## src/rtl/core/u8hn_pkg.sv

```systemverilog
// Shared types, constants and decode functions of the UTF-8 homoglyph normalizer.
package u8hn_pkg;

    localparam int COUNT_WIDTH = 16;
    localparam logic [COUNT_WIDTH-1:0] CountMax = {COUNT_WIDTH{1'b1}};

    localparam int CP_WIDTH = 21;

    // Zero-width code points.
    localparam logic [CP_WIDTH-1:0] CpZwsp = 21'h0200B;
    localparam logic [CP_WIDTH-1:0] CpZwnj = 21'h0200C;
    localparam logic [CP_WIDTH-1:0] CpZwj  = 21'h0200D;
    localparam logic [CP_WIDTH-1:0] CpWj   = 21'h02060;
    localparam logic [CP_WIDTH-1:0] CpBom  = 21'h0FEFF;
    localparam logic [CP_WIDTH-1:0] CpShy  = 21'h000AD;

    typedef struct packed {
        logic load;     // take the input beat into the pending buffer
        logic step;     // one decode or emit step on the buffer head
        logic summary;  // load the end-of-text summary into the output register
    } t_ctl_cmd;

    typedef struct packed {
        logic completes; // the offered byte closes a sequence or the text
        logic done;      // nothing left in the buffer
        logic step_ok;   // a step can proceed this cycle
        logic out_free;  // output register can take a beat
        logic text_end;  // the buffered sequence ends the text
    } t_dp_status;

    typedef struct packed {
        logic       hit;
        logic [7:0] ch;
    } t_glyph;

    function automatic logic [2:0] lead_len(input logic [7:0] b);
        logic [2:0] len;
        if (b[7] == 1'b0)             len = 3'd1;
        else if (b[7:5] == 3'b110)    len = 3'd2;
        else if (b[7:4] == 4'b1110)   len = 3'd3;
        else if (b[7:3] == 5'b11110)  len = 3'd4;
        else                          len = 3'd1;
        return len;
    endfunction

    function automatic logic is_zero_width(input logic [CP_WIDTH-1:0] cp);
        return (cp == CpZwsp) || (cp == CpZwnj) || (cp == CpZwj) ||
               (cp == CpWj) || (cp == CpBom) || (cp == CpShy);
    endfunction

    function automatic t_glyph glyph_map(input logic [CP_WIDTH-1:0] cp);
        t_glyph g;
        g.hit = 1'b1;
        case (cp) inside
            21'h00430, 21'h00410, 21'h003B1:            g.ch = 8'h61; // a
            21'h00435, 21'h00415:                       g.ch = 8'h65; // e
            21'h0043E, 21'h0041E, 21'h003BF:            g.ch = 8'h6F; // o
            21'h00440, 21'h00420, 21'h003C1:            g.ch = 8'h70; // p
            21'h00441, 21'h00421:                       g.ch = 8'h63; // c
            21'h00443, 21'h003C5:                       g.ch = 8'h79; // y
            21'h00445, 21'h00425, 21'h003C7:            g.ch = 8'h78; // x
            21'h00456, 21'h00406:                       g.ch = 8'h69; // i
            21'h00455, 21'h00405:                       g.ch = 8'h73; // s
            21'h00412:                                  g.ch = 8'h62; // b
            21'h0041D:                                  g.ch = 8'h68; // h
            21'h0041C:                                  g.ch = 8'h6D; // m
            21'h00422:                                  g.ch = 8'h74; // t
            21'h0041A, 21'h003BA:                       g.ch = 8'h6B; // k
            21'h003BD:                                  g.ch = 8'h76; // v
            default: begin
                g.hit = 1'b0;
                g.ch  = 8'h00;
            end
        endcase
        return g;
    endfunction

    function automatic logic [7:0] fold(input logic [7:0] c, input logic en);
        logic [7:0] r;
        if (en && c >= 8'h41 && c <= 8'h5A) r = c + 8'h20;
        else                                 r = c;
        return r;
    endfunction

endpackage

```

## src/rtl/core/u8hn_in_if.sv

```systemverilog
// Input byte channel: valid/ready handshake with the raw byte and end-of-text flag.
interface u8hn_in_if;
    logic       valid;
    logic       ready;
    logic [7:0] data_byte;
    logic       text_end;

    modport source (output valid, output data_byte, output text_end, input ready);
    modport sink   (input valid, input data_byte, input text_end, output ready);
endinterface

```

## src/rtl/core/u8hn_out_if.sv

```systemverilog
// Result channel: valid/ready handshake with a normalized byte or a summary.
interface u8hn_out_if;
    logic        valid;
    logic        ready;
    logic [7:0]  out_byte;
    logic        is_summary;
    logic [15:0] zero_width_count;
    logic [15:0] homoglyph_count;
    logic        obfuscation_found;

    modport source (output valid, output out_byte, output is_summary,
                    output zero_width_count, output homoglyph_count,
                    output obfuscation_found, input ready);
    modport sink   (input valid, input out_byte, input is_summary,
                    input zero_width_count, input homoglyph_count,
                    input obfuscation_found, output ready);
endinterface

```

## src/rtl/core/u8hn_cfg_if.sv

```systemverilog
// Configuration write channel carrying the lowercase enable bit.
interface u8hn_cfg_if;
    logic valid;
    logic ready;
    logic lowercase_enable;

    modport source (output valid, output lowercase_enable, input ready);
    modport sink   (input valid, input lowercase_enable, output ready);
endinterface

```

## src/rtl/core/u8hn_ctrl.sv

```systemverilog
// Controller state machine: byte intake, decode steps and summary issue.
module u8hn_ctrl (
    input  logic                i_clk,
    input  logic                i_rst_n,
    input  logic                i_in_valid,
    input  u8hn_pkg::t_dp_status i_status,
    output logic                o_in_ready,
    output u8hn_pkg::t_ctl_cmd  o_cmd
);
    import u8hn_pkg::*;

    localparam logic [1:0] S_IN   = 2'd0;
    localparam logic [1:0] S_WORK = 2'd1;
    localparam logic [1:0] S_SUM  = 2'd2;

    logic [1:0] r_state;
    logic [1:0] n_state;

    always_comb begin
        n_state     = r_state;
        o_in_ready  = 1'b0;
        o_cmd       = '0;
        unique case (r_state)
            S_IN: begin
                o_in_ready = 1'b1;
                if (i_in_valid) begin
                    o_cmd.load = 1'b1;
                    if (i_status.completes) n_state = S_WORK;
                end
            end
            S_WORK: begin
                if (i_status.done) begin
                    n_state = i_status.text_end ? S_SUM : S_IN;
                end else if (i_status.step_ok) begin
                    o_cmd.step = 1'b1;
                end
            end
            S_SUM: begin
                if (i_status.out_free) begin
                    o_cmd.summary = 1'b1;
                    n_state       = S_IN;
                end
            end
            default: n_state = S_IN;
        endcase
    end

    always_ff @(posedge i_clk) begin
        if (!i_rst_n) r_state <= S_IN;
        else          r_state <= n_state;
    end

endmodule

```

## src/rtl/core/u8hn_dp.sv

```systemverilog
// Datapath: pending byte buffer, code point decode, counters and output register.
module u8hn_dp (
    input  logic                        i_clk,
    input  logic                        i_rst_n,
    input  u8hn_pkg::t_ctl_cmd          i_cmd,
    output u8hn_pkg::t_dp_status        o_status,
    input  logic [7:0]                  i_data_byte,
    input  logic                        i_text_end,
    input  logic                        i_cfg_valid,
    input  logic                        i_cfg_lowercase,
    input  logic                        i_out_ready,
    output logic                        o_out_valid,
    output logic [7:0]                  o_out_byte,
    output logic                        o_out_summary,
    output logic [15:0]                 o_out_zw,
    output logic [15:0]                 o_out_hg,
    output logic                        o_out_obf
);
    import u8hn_pkg::*;

    logic [7:0]             r_buf [4];
    logic [7:0]             n_buf [4];
    logic [2:0]             r_cnt, n_cnt;
    logic [2:0]             r_exp, n_exp;
    logic [1:0]             r_run, n_run;
    logic                   r_end, n_end;
    logic                   r_lc;
    logic [COUNT_WIDTH-1:0] r_zw, n_zw;
    logic [COUNT_WIDTH-1:0] r_hg, n_hg;
    logic                   r_obf, n_obf;

    logic                   r_ov;
    logic [7:0]             r_ob;
    logic                   r_os;
    logic [15:0]            r_ozw, r_ohg;
    logic                   r_oobf;

    logic [CP_WIDTH-1:0]    cp;
    logic [2:0]             used;
    logic                   zw_hit;
    t_glyph                 glyph;
    logic                   out_free;
    logic                   needs_emit;
    logic [7:0]             emit_byte;
    logic [2:0]             shift;
    logic [2:0]             exp_eff;
    logic [2:0]             cnt_inc;
    logic [2:0]             src;

    // Decode the code point that starts at the buffer head.
    always_comb begin
        cp   = {13'd0, r_buf[0]};
        used = 3'd1;
        if (r_buf[0][7:5] == 3'b110 && r_cnt >= 3'd2) begin
            cp   = {10'd0, r_buf[0][4:0], r_buf[1][5:0]};
            used = 3'd2;
        end else if (r_buf[0][7:4] == 4'b1110 && r_cnt >= 3'd3) begin
            cp   = {5'd0, r_buf[0][3:0], r_buf[1][5:0], r_buf[2][5:0]};
            used = 3'd3;
        end else if (r_buf[0][7:3] == 5'b11110 && r_cnt >= 3'd4) begin
            cp   = {r_buf[0][2:0], r_buf[1][5:0], r_buf[2][5:0], r_buf[3][5:0]};
            used = 3'd4;
        end
        zw_hit = is_zero_width(cp);
        glyph  = glyph_map(cp);
    end

    assign out_free   = !r_ov || i_out_ready;
    assign needs_emit = (r_run != 2'd0) || !zw_hit;
    assign cnt_inc    = r_cnt + 3'd1;
    assign exp_eff    = (r_cnt == 3'd0) ? lead_len(i_data_byte) : r_exp;

    assign o_status.completes = (cnt_inc >= exp_eff) || i_text_end;
    assign o_status.done      = (r_cnt == 3'd0);
    assign o_status.step_ok   = out_free || !needs_emit;
    assign o_status.out_free  = out_free;
    assign o_status.text_end  = r_end;

    always_comb begin
        n_buf = r_buf;
        n_cnt = r_cnt;
        n_exp = r_exp;
        n_run = r_run;
        n_end = r_end;
        n_zw  = r_zw;
        n_hg  = r_hg;
        n_obf = r_obf;
        emit_byte = r_buf[0];
        shift = 3'd0;
        src   = 3'd0;

        if (i_cmd.load) begin
            n_buf[r_cnt[1:0]] = i_data_byte;
            n_cnt = cnt_inc;
            n_end = i_text_end;
            if (r_cnt == 3'd0) n_exp = lead_len(i_data_byte);
        end

        if (i_cmd.step) begin
            if (r_run != 2'd0) begin
                // Remaining bytes of a sequence that passes through untouched.
                emit_byte = r_buf[0];
                shift     = 3'd1;
                n_run     = r_run - 2'd1;
            end else if (zw_hit) begin
                shift = used;
                if (r_zw != CountMax) n_zw = r_zw + 1'b1;
                n_obf = 1'b1;
            end else if (glyph.hit) begin
                emit_byte = fold(glyph.ch, r_lc);
                shift     = used;
                if (r_hg != CountMax) n_hg = r_hg + 1'b1;
                n_obf = 1'b1;
            end else if (used == 3'd1) begin
                emit_byte = fold(r_buf[0], r_lc);
                shift     = 3'd1;
            end else begin
                emit_byte = r_buf[0];
                shift     = 3'd1;
                n_run     = 2'(used - 3'd1);
            end
            n_cnt = r_cnt - shift;
            for (int k = 0; k < 4; k++) begin
                src = 3'(k) + shift;
                if (src < 3'd4) n_buf[k] = r_buf[src[1:0]];
            end
        end

        if (i_cmd.summary) begin
            n_zw  = '0;
            n_hg  = '0;
            n_obf = 1'b0;
            n_end = 1'b0;
        end
    end

    always_ff @(posedge i_clk) begin
        r_buf <= n_buf;
        if (!i_rst_n) begin
            r_cnt <= '0;
            r_exp <= '0;
            r_run <= '0;
            r_end <= 1'b0;
            r_zw  <= '0;
            r_hg  <= '0;
            r_obf <= 1'b0;
        end else begin
            r_cnt <= n_cnt;
            r_exp <= n_exp;
            r_run <= n_run;
            r_end <= n_end;
            r_zw  <= n_zw;
            r_hg  <= n_hg;
            r_obf <= n_obf;
        end
    end

    always_ff @(posedge i_clk) begin
        if (!i_rst_n) begin
            r_lc <= 1'b0;
        end else if (i_cfg_valid) begin
            r_lc <= i_cfg_lowercase;
        end
    end

    // Output register; a beat is loaded only when the slot is free.
    always_ff @(posedge i_clk) begin
        if (!i_rst_n) begin
            r_ov <= 1'b0;
        end else if (i_cmd.summary) begin
            r_ov <= 1'b1;
        end else if (i_cmd.step && needs_emit) begin
            r_ov <= 1'b1;
        end else if (i_out_ready) begin
            r_ov <= 1'b0;
        end
    end

    always_ff @(posedge i_clk) begin
        if (i_cmd.summary) begin
            r_ob   <= 8'h00;
            r_os   <= 1'b1;
            r_ozw  <= 16'(r_zw);
            r_ohg  <= 16'(r_hg);
            r_oobf <= r_obf;
        end else if (i_cmd.step && needs_emit) begin
            r_ob   <= emit_byte;
            r_os   <= 1'b0;
            r_ozw  <= 16'd0;
            r_ohg  <= 16'd0;
            r_oobf <= 1'b0;
        end
    end

    assign o_out_valid   = r_ov;
    assign o_out_byte    = r_ob;
    assign o_out_summary = r_os;
    assign o_out_zw      = r_ozw;
    assign o_out_hg      = r_ohg;
    assign o_out_obf     = r_oobf;

endmodule

```

## src/rtl/core/utf8_homoglyph_zero_width_normalizer.sv

```systemverilog
// Flow: the byte that completes a code point is accepted, then the buffer is worked off
// in decode steps; each emitted byte shows in the output register the cycle after its step.
// Intake: the bytes of a sequence are taken one by one, and no new byte is accepted until
// the buffer is worked off, one step per emitted byte (one for a dropped or replaced code
// point); end of text adds a summary beat. Output back-pressure stalls steps.
// Reset (synchronous, active low) clears the buffer count, counters and config bit.
module utf8_homoglyph_zero_width_normalizer (
    input  logic        i_clk,
    input  logic        i_rst_n,
    u8hn_in_if.sink     i_in,
    u8hn_out_if.source  o_out,
    u8hn_cfg_if.sink    i_cfg
);
    import u8hn_pkg::*;

    t_ctl_cmd   cmd;
    t_dp_status st;
    logic       in_ready;

    assign i_in.ready  = in_ready;
    assign i_cfg.ready = 1'b1;

    u8hn_ctrl u_ctrl (
        .i_clk      (i_clk),
        .i_rst_n    (i_rst_n),
        .i_in_valid (i_in.valid),
        .i_status   (st),
        .o_in_ready (in_ready),
        .o_cmd      (cmd)
    );

    u8hn_dp u_dp (
        .i_clk           (i_clk),
        .i_rst_n         (i_rst_n),
        .i_cmd           (cmd),
        .o_status        (st),
        .i_data_byte     (i_in.data_byte),
        .i_text_end      (i_in.text_end),
        .i_cfg_valid     (i_cfg.valid),
        .i_cfg_lowercase (i_cfg.lowercase_enable),
        .i_out_ready     (o_out.ready),
        .o_out_valid     (o_out.valid),
        .o_out_byte      (o_out.out_byte),
        .o_out_summary   (o_out.is_summary),
        .o_out_zw        (o_out.zero_width_count),
        .o_out_hg        (o_out.homoglyph_count),
        .o_out_obf       (o_out.obfuscation_found)
    );

    // Intake and buffer work never share a cycle.
    a_cmd_exclusive: assert property (@(posedge i_clk) disable iff (!i_rst_n)
        !(cmd.load && (cmd.step || cmd.summary)))
        else $error("load issued together with a step or summary");

    // A summary command shows up as a summary beat in the next cycle.
    a_summary_out: assert property (@(posedge i_clk) disable iff (!i_rst_n)
        cmd.summary |=> (o_out.valid && o_out.is_summary))
        else $error("summary beat missing after summary command");

    // A byte that closes a sequence stops intake until the buffer is worked off.
    a_intake_stops: assert property (@(posedge i_clk) disable iff (!i_rst_n)
        (i_in.valid && i_in.ready && st.completes) |=> !i_in.ready)
        else $error("input still ready after a completing byte");

    // A step that emits a byte only happens when the output slot is free.
    a_no_overwrite: assert property (@(posedge i_clk) disable iff (!i_rst_n)
        (o_out.valid && !o_out.ready) |=> $stable(o_out.out_byte))
        else $error("pending output beat overwritten");

endmodule

```

## src/flat_wrapper.sv

```systemverilog
// flat-port wrapper written by rule: the top's interface ports become plain ports
module utf8_homoglyph_zero_width_normalizer_flat import u8hn_pkg::*;
  (i_clk, i_rst_n, i_in_valid, i_in_data_byte, i_in_text_end, i_in_ready, o_out_valid, o_out_out_byte, o_out_is_summary, o_out_zero_width_count, o_out_homoglyph_count, o_out_obfuscation_found, o_out_ready, i_cfg_valid, i_cfg_lowercase_enable, i_cfg_ready);
  u8hn_in_if i_in_i ();
  u8hn_out_if o_out_i ();
  u8hn_cfg_if i_cfg_i ();
  input  logic i_clk;
  input  logic i_rst_n;
  input wire logic [$bits(i_in_i.valid)-1:0] i_in_valid;
  input wire logic [$bits(i_in_i.data_byte)-1:0] i_in_data_byte;
  input wire logic [$bits(i_in_i.text_end)-1:0] i_in_text_end;
  output wire logic [$bits(i_in_i.ready)-1:0] i_in_ready;
  output wire logic [$bits(o_out_i.valid)-1:0] o_out_valid;
  output wire logic [$bits(o_out_i.out_byte)-1:0] o_out_out_byte;
  output wire logic [$bits(o_out_i.is_summary)-1:0] o_out_is_summary;
  output wire logic [$bits(o_out_i.zero_width_count)-1:0] o_out_zero_width_count;
  output wire logic [$bits(o_out_i.homoglyph_count)-1:0] o_out_homoglyph_count;
  output wire logic [$bits(o_out_i.obfuscation_found)-1:0] o_out_obfuscation_found;
  input wire logic [$bits(o_out_i.ready)-1:0] o_out_ready;
  input wire logic [$bits(i_cfg_i.valid)-1:0] i_cfg_valid;
  input wire logic [$bits(i_cfg_i.lowercase_enable)-1:0] i_cfg_lowercase_enable;
  output wire logic [$bits(i_cfg_i.ready)-1:0] i_cfg_ready;
  assign i_in_i.valid = i_in_valid;
  assign i_in_i.data_byte = i_in_data_byte;
  assign i_in_i.text_end = i_in_text_end;
  assign i_in_ready = i_in_i.ready;
  assign o_out_valid = o_out_i.valid;
  assign o_out_out_byte = o_out_i.out_byte;
  assign o_out_is_summary = o_out_i.is_summary;
  assign o_out_zero_width_count = o_out_i.zero_width_count;
  assign o_out_homoglyph_count = o_out_i.homoglyph_count;
  assign o_out_obfuscation_found = o_out_i.obfuscation_found;
  assign o_out_i.ready = o_out_ready;
  assign i_cfg_i.valid = i_cfg_valid;
  assign i_cfg_i.lowercase_enable = i_cfg_lowercase_enable;
  assign i_cfg_ready = i_cfg_i.ready;
  utf8_homoglyph_zero_width_normalizer u_core (.i_clk(i_clk), .i_rst_n(i_rst_n), .i_in(i_in_i), .o_out(o_out_i), .i_cfg(i_cfg_i));
endmodule
```

## config.mk

```make
export PLATFORM = sky130hd
export DESIGN_NAME = utf8_homoglyph_zero_width_normalizer_flat
export DESIGN_NICKNAME = d
export VERILOG_FILES = /design/src/rtl/core/u8hn_pkg.sv /design/src/rtl/core/u8hn_in_if.sv /design/src/rtl/core/u8hn_out_if.sv /design/src/rtl/core/u8hn_cfg_if.sv /design/src/rtl/core/u8hn_ctrl.sv /design/src/rtl/core/u8hn_dp.sv /design/src/rtl/core/utf8_homoglyph_zero_width_normalizer.sv /design/src/flat_wrapper.sv
export SDC_FILE = /design/constraint.sdc
export NUM_CORES = 1
export LEC_CHECK = 0
export BUFFER_PORTS_ARGS = -buffer_cell sky130_fd_sc_hd__buf_2
export CAP_MARGIN = 20
export CORE_ASPECT_RATIO = 0.8
export CORE_MARGIN = 4
export CORE_UTILIZATION = 45
export CTS_CLUSTER_DIAMETER = 40
export DETAILED_ROUTE_END_ITERATION = 12
export GPL_TIMING_DRIVEN = 0
export PLACE_DENSITY = 0.74
export SLEW_MARGIN = 20
export SYNTH_ARGS = -nofsm -noshare
export SYNTH_HDL_FRONTEND = slang
export SYNTH_SLANG_ARGS = --single-unit
```

## constraint.sdc

```tcl
create_clock -name i_clk -period 11.7 [get_ports i_clk]
set_input_delay 2.925 -clock i_clk [delete_from_list [all_inputs] [get_ports i_clk]]
set_output_delay 2.925 -clock i_clk [all_outputs]
set_load 0.02 [all_outputs]
```

Word level (Yosys, flattened, before mapping)

Cells that the tools add are included.
W data, S select, Z words.

Bits in registers: 120
Input port bits: 15
Output and inout bits: 45
Word-level logic and storage cells: 256

Add/sub/neg operators: 11
$lt $le $gt $ge: 18
Equal/unequal tests: 53
Muxes and demuxes: 103
Bitwise logic cells: 8
Reductions and logical operators: 44

Operator list:

| cell                    | count |
|---|---|
| $eq A21 B11 Y1 const B  | 22 |
| $mux W8                 | 32 |
| $eq A21 B10 Y1 const B  | 7 |
| $eq A21 B14 Y1 const B  | 4 |
| $bmux W8 S2             | 4 |
| $mux W32                | 2 |
| $mux W21                | 3 |
| $mux W16                | 3 |
| $mux W3                 | 14 |
| $add A16 B1 Y16 const B | 2 |
| $bwmux W32              | 1 |
| $ne A16 B16 Y1 const B  | 2 |
| $mux W1                 | 30 |
| $eq A21 B16 Y1 const B  | 1 |
| $eq A21 B8 Y1 const B   | 1 |
| $mux W7                 | 3 |
| $ge A3 B3 Y1 const B    | 6 |
| $mux W2                 | 9 |
| $add A8 B6 Y8 const B   | 2 |
| $demux W8 S2            | 1 |
| $ge A8 B7 Y1 const B    | 2 |
| $le A8 B7 Y1 const B    | 2 |
| $not A2 Y3              | 5 |
| $reduce_or A2 Y1        | 7 |
| other kinds (30)        | 72 |

Depth between registers and ports, before layout

Word-level depth: 32
Depth in mapped cells: 24
Mapped depth without buffers: 20

Hierarchy

From an unflattened synthesis, not the netlist that was laid out.

Cell total of the unflattened synthesis: 833
Area total of the unflattened synthesis: 7817.5 µm²

By module, submodules not included:

| module                               | instances | cells each | area each (µm²) | sequential area each (µm²) |
|---|---|---|---|---|
| u8hn_dp                              | 1         | 816        | 7678.6          | 2692.6 |
| u8hn_ctrl                            | 1         | 15         | 127.6           | 40.0 |
| utf8_homoglyph_zero_width_normalizer | 1         | 2          | 11.3            | 0.0 |

Worst setup path before layout

OpenSTA, ideal clock, no wires.

Kind: reg-to-reg
Start point: register u_core.u_dp.r_cnt[0]
End point: register u_core.u_dp.r_buf[7] (netlist bit)
Library setup time: 0.132 ns
Arrival: 4.864 ns
Required time: 11.568 ns
Path slack: 6.704 ns
Stages on the path, launching flop included: 24
Path buffers: 4
Period minus slack after synthesis: 4.996 ns
Cell sequence: dfxtp_1 -> inv_1 -> ha_1 -> o311a_1 -> buf_4 -> buf_6 -> a31oi_1 -> a32oi_1 -> a2111oi_2 -> nand4_1 -> or4_1 -> o21ai_1 -> and4bb_4 -> nand2_2 -> buf_2 -> nand3_1 -> inv_1 -> ha_1 -> clkbuf_1 -> or4_1 -> nor2_1 -> a21oi_1 -> o311ai_0 -> mux2i_1

RTL lines:

| what                   | line           | RTL |
|---|---|---|
| start, declared        | u8hn_dp.sv:23  | `logic [2:0] r_cnt, n_cnt;` |
| start signal, assigned | u8hn_dp.sv:148 | `r_cnt <= n_cnt;` |
| end signal, assigned   | u8hn_dp.sv:138 | `r_buf <= n_buf;` |
| end, declared          | u8hn_dp.sv:21  | `logic [7:0] r_buf [4];` |

==> metrics.txt <==
hold crit path type flip-flop to flip-flop; critical path type flip-flop to flip-flop; Finish-stage setup viols 0; core area 16800 um^2; post-synthesis cell type count 80; area post-placement 8350 um^2; crit path DAT 7050 ps; CTS Root Cell clkbuf_16; FF+latch area 2730 um^2; Die W 155 um; placer congestion estimate 0.972; Tmin final 6710 ps; max_cap viols 0; nature of the critical path endpoint flip-flop; Clock Skews 11.4 ps; GRT overflow 0; CTS tree done; via count 7780; vias in the first global route 7294; initial core utilization 46.4%; Slew HR 42.9%; post-synthesis sequential element count 120; drt pass-1 iters 8; final hold viol count 0; Vias/cell 6.27; leak pwr 3.58 nW; cts hold-fix bufs 0; Post-synth EDFFs 33; Synth Flop Type dfxtp_1; Power Total 2.15 mW; IO buf count 58; R2R cell count 21; Setup Buffers After CTS 0; share of layout cells above drive strength 1 13.5%; CP Max Fanout 10; CP Launch Type flip-flop; Place WS 5320 ps; die area 19500 um^2; Worst Path Required 12050 ps; Tot GR Track Use 24.7%; reg-to-reg slack, setup 4990 ps; most common cell after layout, fill and taps aside nor2_1; number of cell rows 42; most frequent cells in the layout 129 x nor2_1, 87 x dfxtp_1, 77 x nand2_1; Peak VDD IR 0.128 mV; Synth async-reset ratio 0%; DP Cell Count 1208; drt initial violations 947; CTS Buf Count 17; final setup margin 4990 ps; Routed wire per std cell 19.5 um; area occupied by multi-input gates 4690 um^2; Slew Viols, Final 0; post-route insts no fill 1240; Cell Area, Synth 7780 um^2; RR Startpoint u_core.u_dp.r_cnt[0]$_SDFFE_PN0P_; largest net degree at the start of global routing 35; first-pass GRT wire length 38600 um; DR DRC count 0; fmax 149 MHz; Finished Cell Area 9000 um^2; initial antenna violation count 0; final core occ 53.7%; total number of yosys warnings 0; sequential element share of the synthesized area 35.1%; I/O pin count 60; power density cells 239 nW/um^2; Cells after Synth 929; setup_tns 0 ps; CTS resizes 0; post-route ant nets 0; Worst Hold Slack 449 ps; H-tree depth 4; Clock Latency Late Sink 430 ps; Setup crit start u_core.u_dp.r_cnt[0]$_SDFFE_PN0P_; # nets final 1040; hpwl dp 17600 um; Worst Tran Pin Value 853 ps; antenna diode count 0; Synth-to-Final Area Change 15.6%; Max clock buf depth 2; die height 126 um; Worst-path clk slew 60 ps; RSZ-0062 raised after global routing no; Worst setup endpoint u_core.u_dp.r_buf[18]$_DFF_P_; Reg2Reg Capture Point u_core.u_dp.r_buf[18]$_DFF_P_; Final Cycle Share 57.3%; Clock Sinks 120; Avg Cell Area, Syn 8.37 um^2; Fill cells 1501; WL final 24200 um; status finished clean
registers in the layout, summed over array words and instances (netlist names):
| signal | count |
|---|---|
| u_core.u_dp.r_buf | 32 |
| u_core.u_dp.o_out_hg | 16 |
| u_core.u_dp.o_out_zw | 16 |
| u_core.u_dp.r_hg | 16 |
| u_core.u_dp.r_zw | 16 |
| u_core.u_dp.o_out_byte | 8 |
| u_core.u_dp.r_cnt | 3 |
| u_core.u_dp.r_exp | 3 |
| u_core.u_ctrl.r_state | 2 |
| u_core.u_dp.r_run | 2 |
| u_core.u_dp.o_out_obf | 1 |
| u_core.u_dp.o_out_summary | 1 |
| u_core.u_dp.o_out_valid | 1 |
| u_core.u_dp.r_end | 1 |
| u_core.u_dp.r_lc | 1 |
| u_core.u_dp.r_obf | 1 |
power by group:
group | total [mW] | internal, mW | leakage [nW] | switching [mW]
clock | 0.572 | 0.381 | 0.309 | 0.190
combinational | 0.930 | 0.325 | 2.25 | 0.605
sequential | 0.653 | 0.539 | 1.02 | 0.114
area by class of cell:
cell class	instances	share of cell area (%)
Clock inverter	13	2.24
Timing Repair Buffer	58	3.23
Buffer	61	3.32
Clock buffer	19	4.92
Inverter	17	0.709
Tap cell	220	3.06
Multi-Input combinational cell	732	52.1
Sequential cell	120	30.4
cell usage after synthesis, drive strengths merged, types with 4 or more instances:
| cell | instances | share of area, % |
|---|---|---|
| o211ai | 6 | 0.58 |
| a31oi | 15 | 1.2 |
| o21a | 7 | 0.68 |
| dfxtp | 87 | 22 |
| nand3 | 44 | 2.8 |
| and3 | 45 | 3.6 |
| a211o | 5 | 0.56 |
| nor2 | 130 | 6.3 |
| nand4 | 13 | 1.0 |
| nand2b | 4 | 0.32 |
| ha | 17 | 2.7 |
| nor2b | 14 | 1.1 |
| buf | 25 | 2.1 |
| o22ai | 4 | 0.32 |
| nor3 | 19 | 1.4 |
| inv | 17 | 0.82 |
| o31ai | 6 | 0.58 |
| or4 | 4 | 0.39 |
| nor4 | 7 | 0.56 |
| o22a | 4 | 0.45 |
| xor2 | 21 | 2.4 |
| or3 | 7 | 0.56 |
| a21boi | 5 | 0.48 |
| o311ai | 6 | 0.77 |
| o21ai | 51 | 3.3 |
| a22oi | 5 | 0.48 |
| clkbuf | 36 | 1.8 |
| edfxtp | 33 | 13 |
| and2 | 10 | 0.80 |
| nand2 | 82 | 4.1 |
| a21oi | 42 | 2.8 |
| o2111ai | 18 | 2.0 |
| a211oi | 17 | 2.1 |
| mux2i | 62 | 8.0 |
| xnor2 | 11 | 1.2 |
cells by family (layout without fill, tap and decap cells):
kind of cell / after synthesis / count (layout) / synth area share (%)
buffers and inverters: 78 / 168 / 4.66
muxes: 65 / 65 / 8.41
other: 2 / 3 / 0.0965
AOI/OAI and AO/OA: 224 / 224 / 20.6
DFF: 120 / 120 / 35.1
xor gates and xnor gates: 32 / 32 / 3.60
and+or+nand+nor: 390 / 390 / 24.5
adders and majority gates: 18 / 18 / 2.99
critical path, cell delays in order (launching register included):
cell	delay, ps
dfxtp_1	580
inv_1	160
ha_1	300
o311ai_2	570
o21ai_1	410
a21oi_2	410
o2bb2ai_1	220
nor4_1	300
a21oi_1	100
o211ai_1	480
nor3_2	200
nand2_2	340
buf_2	410
nand3_1	190
inv_1	160
ha_1	160
clkbuf_1	460
clkbuf_1	510
nor2_1	120
o21ai_0	220
o2111ai_1	160
mux2i_1	140
worst min-delay path by stage:
stage,startpoint,depth (start not counted),end
2_1_floorplan,u_core.u_dp.r_obf$_SDFFE_PP0P_,2,u_core.u_dp.r_obf$_SDFFE_PP0P_
3_3_place_gp,u_core.u_dp.o_out_summary$_SDFFE_PP1P_,2,u_core.u_dp.o_out_summary$_SDFFE_PP1P_
3_5_place_dp,u_core.u_dp.o_out_summary$_SDFFE_PP1P_,2,u_core.u_dp.o_out_summary$_SDFFE_PP1P_
4_1_cts,u_core.u_dp.o_out_summary$_SDFFE_PP1P_,2,u_core.u_dp.o_out_summary$_SDFFE_PP1P_
5_1_grt,u_core.u_dp.o_out_summary$_SDFFE_PP1P_,2,u_core.u_dp.o_out_summary$_SDFFE_PP1P_
6_report,u_core.u_dp.o_out_summary$_SDFFE_PP1P_,2,u_core.u_dp.o_out_summary$_SDFFE_PP1P_
per-layer routing:
layer | part of all wire [%] | up-vias | track usage [%]
met5 | 0 | - | 0
met4 | 2.1 | 0 | 8.57
met3 | 11 | 57 | 6.94
met2 | 43 | 475 | 35.1
met1 | 45 | 3648 | 35.8
li1 | - | 3600 | -
(Power assumes the default switching activity.)
